## src/hdl/abre_pkg.sv

```systemverilog
// Shared types and constants for the adaptive binary range encoder.
`default_nettype none

package abre_pkg;

  // Item kinds carried on the input tuser field.
  typedef enum logic [1:0] {
    OP_BIT     = 2'd0,
    OP_LITERAL = 2'd1,
    OP_MATCHED = 2'd2,
    OP_FLUSH   = 2'd3
  } op_e;

  // Sequencer states of the top level.
  typedef enum logic [3:0] {
    ST_CLEAR,
    ST_IDLE,
    ST_REDUCE,
    ST_MUL,
    ST_UPD,
    ST_NORM,
    ST_FLUSH,
    ST_FINISH
  } state_e;

  localparam int unsigned PROB_BITS     = 11;
  localparam int unsigned ADAPT_SHIFT   = 5;
  localparam int unsigned IDX_W         = 13;
  localparam int unsigned OFF_W         = 10;
  localparam logic [11:0] PROB_ONE      = 12'd2048;
  localparam logic [10:0] PROB_INIT     = 11'd1024;
  localparam logic [31:0] TOP_VALUE     = 32'h0100_0000;
  localparam logic [31:0] RANGE_INIT    = 32'hFFFF_FFFF;
  localparam logic [9:0]  MATCH_OFFS    = 10'h100;
  localparam logic [3:0]  MAX_RES       = 4'd8;
  localparam logic [1:0]  LAST_GUARD    = 2'd3;
  localparam logic [2:0]  LAST_FLUSH    = 3'd4;
  localparam logic [2:0]  LAST_TREE_BIT = 3'd7;

  // Requests from the sequencer to the low/output unit.
  typedef struct packed {
    logic        add;
    logic [31:0] bound;
    logic        shift;
    logic        finish;
  } emit_cmd_t;

  // Status back from the low/output unit.
  typedef struct packed {
    logic stall;
    logic done;
    logic held_v;
  } emit_status_t;

endpackage

`default_nettype wire

```

## src/hdl/abre_emit.sv

```systemverilog
// Low register, cache byte, pending count and output words of the range encoder.
`default_nettype none

module abre_emit (
  input  wire logic                  clk_i,
  input  wire logic                  rst_ni,
  input  wire abre_pkg::emit_cmd_t   cmd_i,
  output abre_pkg::emit_status_t     status_o,
  output logic                       m_tvalid_o,
  input  wire logic                  m_tready_i,
  output logic [47:0]                m_tdata_o,  // lead_byte, fill_byte, fill_count
  output logic                       m_tlast_o
);

  logic [32:0] low_q, low_d;
  logic [7:0]  cache_q, cache_d;
  logic [31:0] pend_q, pend_d;
  logic [3:0]  res_cnt_q, res_cnt_d;
  logic        held_v_q, held_v_d;
  logic [47:0] held_q, held_d;
  logic        out_v_q, out_v_d;
  logic [47:0] out_q, out_d;
  logic        out_last_q, out_last_d;

  logic        carry;
  logic        resolve;
  logic        do_emit;
  logic        out_free;
  logic        stall;
  logic        shift_go;
  logic        finish_go;
  logic [47:0] new_word;

  assign carry    = low_q[32];
  assign resolve  = (low_q[31:24] != 8'hFF) || carry;
  assign do_emit  = resolve && (res_cnt_q < abre_pkg::MAX_RES);
  assign out_free = !out_v_q || m_tready_i;
  assign stall    = do_emit && held_v_q && !out_free;
  assign shift_go = cmd_i.shift && !stall;
  assign finish_go = cmd_i.finish && (!held_v_q || out_free);

  assign new_word = {pend_q - 32'd1, (carry ? 8'h00 : 8'hFF), cache_q + {7'd0, carry}};

  always_comb begin
    low_d      = low_q;
    cache_d    = cache_q;
    pend_d     = pend_q;
    res_cnt_d  = res_cnt_q;
    held_v_d   = held_v_q;
    held_d     = held_q;
    out_v_d    = out_v_q;
    out_d      = out_q;
    out_last_d = out_last_q;

    if (m_tready_i) begin
      out_v_d = 1'b0;
    end

    if (cmd_i.add) begin
      low_d = low_q + {1'b0, cmd_i.bound};
    end

    if (shift_go) begin
      low_d = {1'b0, low_q[23:0], 8'h00};
      if (resolve) begin
        cache_d = low_q[31:24];
        pend_d  = 32'd1;
      end else if (pend_q != 32'hFFFF_FFFF) begin
        pend_d = pend_q + 32'd1;
      end
      if (do_emit) begin
        // The word already held is not the item's last one: send it on.
        if (held_v_q) begin
          out_v_d    = 1'b1;
          out_d      = held_q;
          out_last_d = 1'b0;
        end
        held_v_d  = 1'b1;
        held_d    = new_word;
        res_cnt_d = res_cnt_q + 4'd1;
      end
    end

    if (finish_go) begin
      if (held_v_q) begin
        out_v_d    = 1'b1;
        out_d      = held_q;
        out_last_d = 1'b1;
      end
      held_v_d  = 1'b0;
      res_cnt_d = 4'd0;
    end
  end

  always_ff @(posedge clk_i or negedge rst_ni) begin
    if (!rst_ni) begin
      low_q     <= 33'd0;
      cache_q   <= 8'd0;
      pend_q    <= 32'd1;
      res_cnt_q <= 4'd0;
      held_v_q  <= 1'b0;
      out_v_q   <= 1'b0;
    end else begin
      low_q     <= low_d;
      cache_q   <= cache_d;
      pend_q    <= pend_d;
      res_cnt_q <= res_cnt_d;
      held_v_q  <= held_v_d;
      out_v_q   <= out_v_d;
    end
  end

  always_ff @(posedge clk_i) begin
    held_q     <= held_d;
    out_q      <= out_d;
    out_last_q <= out_last_d;
  end

  assign status_o.stall  = stall;
  assign status_o.done   = !held_v_q || out_free;
  assign status_o.held_v = held_v_q;

  assign m_tvalid_o = out_v_q;
  assign m_tdata_o  = out_q;
  assign m_tlast_o  = out_last_q;

endmodule

`default_nettype wire

```

## config.mk

```make
export PLATFORM = sky130hd
export DESIGN_NAME = abre_emit
export DESIGN_NICKNAME = d
export VERILOG_FILES = /design/src/hdl/abre_pkg.sv /design/src/hdl/abre_emit.sv
export SDC_FILE = /design/constraint.sdc
export NUM_CORES = 1
export LEC_CHECK = 0
export ABC_AREA = 1
export BUFFER_PORTS_ARGS = -buffer_cell sky130_fd_sc_hd__clkbuf_2
export CORE_ASPECT_RATIO = 0.6
export CORE_UTILIZATION = 25
export DETAILED_ROUTE_END_ITERATION = 10
export PLACE_DENSITY_LB_ADDON = 0.15
export SETUP_SLACK_MARGIN = 0.4
export SLEW_MARGIN = 20
export SYNTH_ARGS = -nofsm -noshare
export SYNTH_HDL_FRONTEND = slang
export SYNTH_SLANG_ARGS = --single-unit
```

## constraint.sdc

```tcl
create_clock -name clk_i -period 3.04 [get_ports clk_i]
set_input_delay 0.608 -clock clk_i [delete_from_list [all_inputs] [get_ports clk_i]]
set_output_delay 0.608 -clock clk_i [all_outputs]
set_load 0.05 [all_outputs]
```

Yosys cells after proc, flatten, opt, wreduce, memory -nomap -nowiden
Cells that the tools add are included.

storage, ports and cells
  word-level logic and storage cells = 64
  input bits = 38
  output and inout port bits = 53
  flip-flop bits (word level) = 176

cells by class
  $lt $le $gt $ge = 1
  add/sub/neg operators = 5
  equal/unequal tests = 2
  muxes and demuxes = 27
  reductions and logical operators = 20

operator list
  cell                                                                   number
  48-bit two-way mux                                                     5
  33-bit two-way mux                                                     2
  32-bit two-way mux                                                     2
  33-bit by 32-bit adder with 33-bit output                              1
  32-bit by 1-bit adder with 32-bit output (second input constant)       1
  32-bit != test (second input constant)                                 1
  32-bit by 1-bit subtractor with 32-bit output (second input constant)  1
  1-bit two-way mux                                                      14
  4-bit two-way mux                                                      3
  8-bit by 1-bit adder with 8-bit output                                 1
  8-bit two-way mux                                                      1
  8-bit != test (second input constant)                                  1
  2-bit AND reduction                                                    4
  2-bit nonzero test                                                     4
  1-bit logical AND                                                      5
  4-bit by 1-bit adder with 4-bit output (second input constant)         1
  1-bit logical NOT                                                      4
  4-bit < comparator (second input constant)                             1
  1-bit logical OR                                                       3

Logic depth before layout (Yosys ltp)
Gate-level depths: netlist of the first run.

  depth after elaboration = 10
  mapped depth = 15
  gate-level depth less buffers = 15

Least setup slack after synthesis of the first run
No wires, ideal clock.

  kind = reg-to-reg
  start point = register out_v_q (netlist: m_tvalid_o)
  end point = register with a tool-made name
  period minus slack after synthesis = 3175 ps
  setup time = 605 ps
  data arrival time = 2570 ps
  stages on the path, launching flop included = 10
  required time = 2435 ps
  path buffers = 0
  setup slack = -135 ps
  path through = dfrtp_1 inv_1 nor2_1 nand2_1 nor2_1 nand2_1 nand2_1 inv_2 nand2_1 nand2_1

RTL lines
  what                    RTL line          RTL
  start, declared         abre_emit.sv:21   logic out_v_q, out_v_d;
  start signal, assigned  abre_emit.sv:109  out_v_q <= out_v_d;

Final worst setup path of the first run
  start point = register held_v_q
  end point = output status_o[0] (netlist name)

RTL lines
  what                    RTL line          RTL
  start, declared         abre_emit.sv:19   logic held_v_q, held_v_d;
  start signal, assigned  abre_emit.sv:108  held_v_q <= held_v_d;
  end, declared           abre_emit.sv:8    output abre_pkg::emit_status_t status_o,

No word-level cell between the ends.

==> results of run 1 <==
## power by group
| group | internal (mW) | total (mW) | switching, mW |
|---|---|---|---|
| logic | 1.14 | 3.87 | 2.73 |
| clock network | 1.25 | 2.30 | 1.05 |
| registers | 3.00 | 3.41 | 0.410 |
## worst paths after layout
check	from	to	slack, ns	cells past startpoint
min reg2reg	cache_q[4]	cache_q[4]	0.49	2
min in group clk_i	m_tready_i	m_tvalid_o	0.43	4
max reg2reg	pend_q[0]	pend_q[5]	0.62	10
max in group asynchronous	rst_ni	m_tvalid_o	2.21	2
min	rst_ni	pend_q[5]	0.14	1
max	held_v_q	status_o[0]	0.54	2
## cell type report
type                            count  area share [%]
Multi-Input combinational cell   1066           42.25
Timing Repair Buffer              109           5.066
Clock inverter                     14           1.368
Inverter                          220           6.385
Sequential cell                   169           36.05
Tap cell                          579           5.576
Clock buffer                       18           3.303
## through the flow
stage,cells,cell area (um^2),power (mW)
after detailed placement,2143,12380,7.300
after global routing,2175,12990,10.25
final,2175,12990,9.574
after floorplan,1510,11290,6.112
after global placement,2143,12380,7.281
after CTS,2175,12990,9.653
## layer usage
layer | vias to the layer above | share of wire (%) | track usage [%]
met5 | - | 0 | 0
met4 | 0 | 0.57 | 2.550
met3 | 17 | 5.2 | 3.535
met2 | 199 | 35 | 19.07
met1 | 4659 | 59 | 27.85
li1 | 4998 | - | -
## worst max-delay path: stages (launching register included)
cell	delay, ns
dfrtp_2	0.39
buf_4	0.65
clkbuf_2	0.40
## cell usage in the layout, fill, tap and decap left out, types with 2 or more instances in the layout
cell type and count:
nand2_1 446, inv_1 216, nor2_1 146, nand3_1 103
a21oi_1 95, edfxtp_1 90, clkbuf_2 89, dfrtp_1 76
mux2i_1 40, xor2_1 38, ha_1 37, o21ai_0 33
nor3_1 23, o21ai_2 18, nand4_1 17, clkbuf_16 17
buf_4 15, nand2_2 14, xnor2_1 11, nand3b_1 9
o22ai_1 8, or2_2 6, o21bai_1 5, inv_6 5
buf_12 5, nor4_1 3, inv_2 3, nor2_2 3
clkinvlp_4 3, inv_8 3, nor3_4 2, nor3b_1 2
bufinv_16 2, dfrtp_2 2
## cell families after synthesis
logic type / after synthesis
AND/OR/NAND/NOR: 779
AO/OA/AOI/OAI: 160
flip-flops: 169
adder cells (fa/ha/maj): 38
XOR/XNOR: 49
buffers and inverters: 275
multiplexers: 40
==> flow_summary_export.csv, run 1 <==
group,metric,value,unit
status,status,"complete, no violations",
final_layout,seq_area,0.004683,mm^2
yosys,synth_area_leaders,"edfxtp_1, dfrtp_1, nand2_1",
routing,drt_wl_total,36410,um
yosys,synth.avg_cell_area,7.467,um^2
yosys,synth-seq-cells,169,
setup_path,critPathCaptureType,"output port",
power_and_ir_drop,worst_ir_drop_vdd,327.7,uV
clock_network,cts_tree,"yes",
yosys,ys_seq_area_share,41.52,%
clock_network,worst_setup_hold_path_clk_slew,0.07,ns
clock_network,cts_setup_buffers,0,
yosys,synth-simple-area-share,29.01,%
timing,hold_violations,0,
clock_network,clk_latency,0.45,ns
yosys,synth_edf_count,90,
yosys,synth_common_cells,"nand2_1, inv_1, nor2_1, nand3_1, a21oi_1",
timing,fin_setup_tns,0,ns
floorplan,num_rows,59,
final_layout,multi_input_area,0.005489,mm^2
final_layout,finalNetCount,1659,
global_route,grt_pass1_wl,56210,um
final_layout,drive_above_1_share,12.16,%
floorplan,die-width,276.2,um
final_layout,final_util,29.58,%
setup_path,crit_required,2.43,ns
floorplan,initial_core_util,25.67,%
power_and_ir_drop,power.density,737.0,mW/mm^2
final_layout,diodes,0,
yosys,async_reset_ff_share,46.75,%
routing,vias_per_cell,4.539,
global_route,grt_usage,16.09,%
routing,drtIter0Drc,805,
floorplan,coreArea,0.04392,mm^2
job,drv_cap,0,
timing,worst_pin_slew,0.8213,ns
timing,min_period,2.502,ns
routing,drc,0,
yosys,synth_nets,1586,
yosys,synth_area,0.01127,mm^2
setup_path,crit_type,"reg -> out",
yosys,synthAdderAreaFrac,4.284,%
yosys,yosysMostFrequentCell,"nand2_1",
global_route,grt_pass1_vias,9127,
timing,post-route-worst-setup-slack,0.5385,ns
yosys,synth_top_family_by_area,"simple AND/OR/NAND/NOR gates",
clock_network,cts_buffer_depth,2,
yosys,synth_compound_area_share,7.901,%
floorplan,fp.dieH,166.5,um
routing,ant_nets,0,
place,io_buffer_count,90,
yosys,yosys_warnings,0,
clock_network,numCtsBuffers,17,
place,pre_cts_slack,0.3828,ns
clock_network,root_buffer,"clkbuf_16",
clock_network,htree_levels,4,
place,gp_congestion,0.9137,
timing,fin_skew,0.01013,ns
yosys,synth_xor_area_share,3.806,%
yosys,syn_inst,1510,
routing,drt-wirelength-per-cell,16.74,um
yosys,ys.flop_type,"edfxtp_1",
timing,holdWs,0.1373,ns
yosys,synth.distinct_cells,38,
yosys,synth_largest_area_cell,"edfxtp_1",
floorplan,die-area,0.04598,mm^2
timing,timing.final.max_slew_violations,0,
global_route,antenna_found_initial,1,
clock_network,ctsResizeCount,0,
setup_path,path_max_fanout,46,
global_route,grt_overflow,0,
timing,clock.fmax,0.3998,GHz
routing,via_count,9873,
yosys,muxShareOfSynthArea,3.551,%
setup_path,cp.arrival,1.89,ns
clock_network,clkSinkCount,169,
power_and_ir_drop,p_leak,6.371,nW
yosys,yosysTopAreaCellShare,23.97,%
final_layout,fillers,4764,
floorplan,ios,91,
setup_path,start_kind,"flop",
timing,rsz0062_at_grt,"false",
worst_hold_path,hold_class,"in -> async",
timing,max_slew_margin,45.24,%
timing,period_share,82.29,%
timing,setup_violations,0,
routing,drtPass1Iterations,6,
final_layout,areaGrowthSynthToFinish,15.23,%
place,hpwl,28670,um
clock_network,ctsHoldBuffers,0,
global_route,grt_max_degree,55,
Power figures use the tool's default switching activity.
==> inputs of run 2 (changes only) <==
clock period = 2.2 ns   (was 3.04 ns; I/O delays follow)
==> flow_summary_export.csv, run 2 (same netlist as run 1, synthesis figures left out) <==
group,metric,value,unit
status,status,"complete, no violations",
place,hpwl,30140,um
clock_network,htree_levels,4,
clock_network,clk_latency,0.45,ns
global_route,grt_max_degree,50,
timing,timing.final.max_slew_violations,0,
power_and_ir_drop,p_leak,7.936,nW
final_layout,fillers,4493,
place,dpl.cell_count,2230,
clock_network,cts_buffer_depth,2,
timing,fin_skew,0.01136,ns
routing,ant_nets,0,
setup_path,worst_path_largest_cell_delay,0.46,ns
setup_path,crit_family,"flip-flops",
setup_path,cp_common_cell,"nand2_2",
final_layout,fin_cells,2353,
global_route,grt_pass1_wl,58700,um
floorplan,coreArea,0.04392,mm^2
power_and_ir_drop,seqPwrFrac,30.0,%
setup_path,start_kind,"flop",
setup_path,r2r_slack,0.20,ns
setup_path,crit_type,"reg -> out",
place,gp_congestion,0.9566,
setup_path,reg2reg_to,"pend_q[13]",
global_route,grt_usage,16.79,%
final_layout,seq_area,0.004711,mm^2
final_layout,multi_input_area,0.007337,mm^2
floorplan,ios,91,
routing,drt-wirelength-per-cell,17.56,um
final_layout,diodes,0,
global_route,grt_overflow,0,
final_layout,areaGrowthSynthToFinish,47.80,%
floorplan,die-area,0.04598,mm^2
setup_path,cp.arrival,1.61,ns
routing,vias_per_cell,4.605,
floorplan,fp.dieH,166.5,um
power_and_ir_drop,power,15.79,mW
timing,period_share,93.34,%
routing,drtIter0Drc,868,
setup_path,crit_required,1.76,ns
routing,drt_wl_total,41320,um
floorplan,num_rows,59,
clock_network,clkSinkCount,169,
power_and_ir_drop,cellInternalPower,8.788,mW
setup_path,timing.rr.start,"pend_q[0]",
routing,via_count,10840,
routing,drtPass1Iterations,5,
worst_hold_path,min_to,"m_tvalid_o",
worst_hold_path,min_path_cells,4,
setup_path,path_cells,"nand2_2, nor3_2, nand4_1, nand2_2, buf_6, inv_2, buf_8",
clock_network,worst_setup_hold_path_clk_slew,0.07,ns
global_route,grt_pass1_vias,9714,
power_and_ir_drop,p_comb_share,51.4,%
clock_network,numCtsBuffers,17,
timing,rsz0062_at_grt,"true",
job,drv_cap,0,
final_layout,most-common-layout-cells,"nand2_1, inv_1, buf_4",
power_and_ir_drop,worst_ir_drop_vdd,570.9,uV
timing,clock.fmax,0.4870,GHz
global_route,antenna_found_initial,0,
timing,worst_pin_slew,0.5362,ns
floorplan,initial_core_util,25.67,%
place,pre_cts_slack,-0.08366,ns
setup_path,critical_path_buf_inv_count,3,
timing,post-route-worst-setup-slack,0.1466,ns
power_and_ir_drop,power.density,947.3,mW/mm^2
clock_network,cts_tree,"yes",
final_layout,layout_commonest_cell,"nand2_1",
setup_path,critPathCaptureType,"output port",
final_layout,drive_above_1_share,39.97,%
power_and_ir_drop,power.switching,6.998,mW
timing,max_slew_margin,64.12,%
setup_path,path_max_fanout,4,
timing,hold_violations,0,
timing,setup_violations,0,
clock_network,root_buffer,"clkbuf_16",
power_and_ir_drop,p_clk_share,18.6,%
floorplan,die-width,276.2,um
power_and_ir_drop,p_sw_share,44.33,%
worst_hold_path,hp-start,"m_tready_i",
place,io_buffer_count,90,
timing,min_period,2.053,ns
setup_path,worstRegToRegCells,11,
final_layout,finalNetCount,1837,
worst_hold_path,hold_class,"in -> reg",
routing,drc,0,
setup_path,cp_slowest_cell,"dfrtp_2",
## run 2: worst register-to-register path, stage by stage, from the launching register on
cell and delay [ns]:
dfstp_2 0.58, ha_4 0.18, inv_4 0.05, nor3_4 0.17
nand2_2 0.13, nor2_4 0.16, nand3_4 0.10, nand2_8 0.12
buf_12 0.16, buf_12 0.17, nand2_4 0.06, o21ai_2 0.05
## run 2: power groups by stage
| stage | Sequential, mW | Clock (mW) | Combinational, mW |
|---|---|---|---|
| final | 4.73 | 2.94 | 8.11 |
| after floorplan | 5.34 | 0 | 3.16 |
| after global routing | 4.81 | 3.17 | 8.79 |
| after detailed placement | 4.74 | 0 | 5.80 |
| after CTS | 4.69 | 3.05 | 5.99 |
| after global placement | 4.74 | 0 | 5.80 |
## run 2: metal layers
metal,up-vias,global-route usage [%],part of all wire [%]
met1,5195,29.20,56
li1,5358,-,-
met3,21,2.764,6.1
met2,262,20.29,37
met4,0,3.036,0.65
met5,-,0,0
## run 2: area by class of cell
class	instances	area share (%)
clock buffers	17	2.553
clock inverters	15	0.8034
inverters	220	5.234
multi-input cells	1066	44.03
flip-flops and latches	169	28.27
well taps	579	4.347
repair buffers	287	14.76
## run 2: per-stage QoR
stage / cell area, um^2 / hold WS (ns) / utilization (%) / setup TNS (ns)
6_report: 16660 / 0.2586 / 37.94 / 0
5_1_grt: 16660 / 0.2403 / 37.94 / 0
2_1_floorplan: 11450 / 0.1444 / - / -8.185
3_5_place_dp: 13220 / 0.2893 / 30.10 / -0.3414
3_3_place_gp: 13220 / 0.2881 / 30.10 / -0.1530
4_1_cts: 14010 / 0.2296 / 31.90 / 0
## run 2: worst max path at each step
| stage | start | to | slack [ns] | cells past startpoint |
|---|---|---|---|---|
| floorplan | m_tvalid_o | held_q[0] | -0.17 | 10 |
| global placement | cmd_i[7] | low_q[23] | -0.06 | 14 |
| detailed placement | cmd_i[7] | low_q[23] | -0.08 | 14 |
| CTS | low_q[25] | status_o[2] | 0.10 | 7 |
| global route | low_q[31] | status_o[2] | 0.06 | 7 |
| finish | low_q[25] | status_o[2] | 0.15 | 7 |
## run 2: repair_timing
| item | in CTS | in global routing |
|---|---|---|
| resized for setup | 39 | 457 |
| hold buffers | 1 | 0 |
| cloned | 0 | 15 |
| endpoints found under the setup margin | 237 | 238 |
| endpoints found under the hold margin | 6 | 0 |
| pin swaps | 9 | 101 |
| buffers inserted | 8 | 67 |
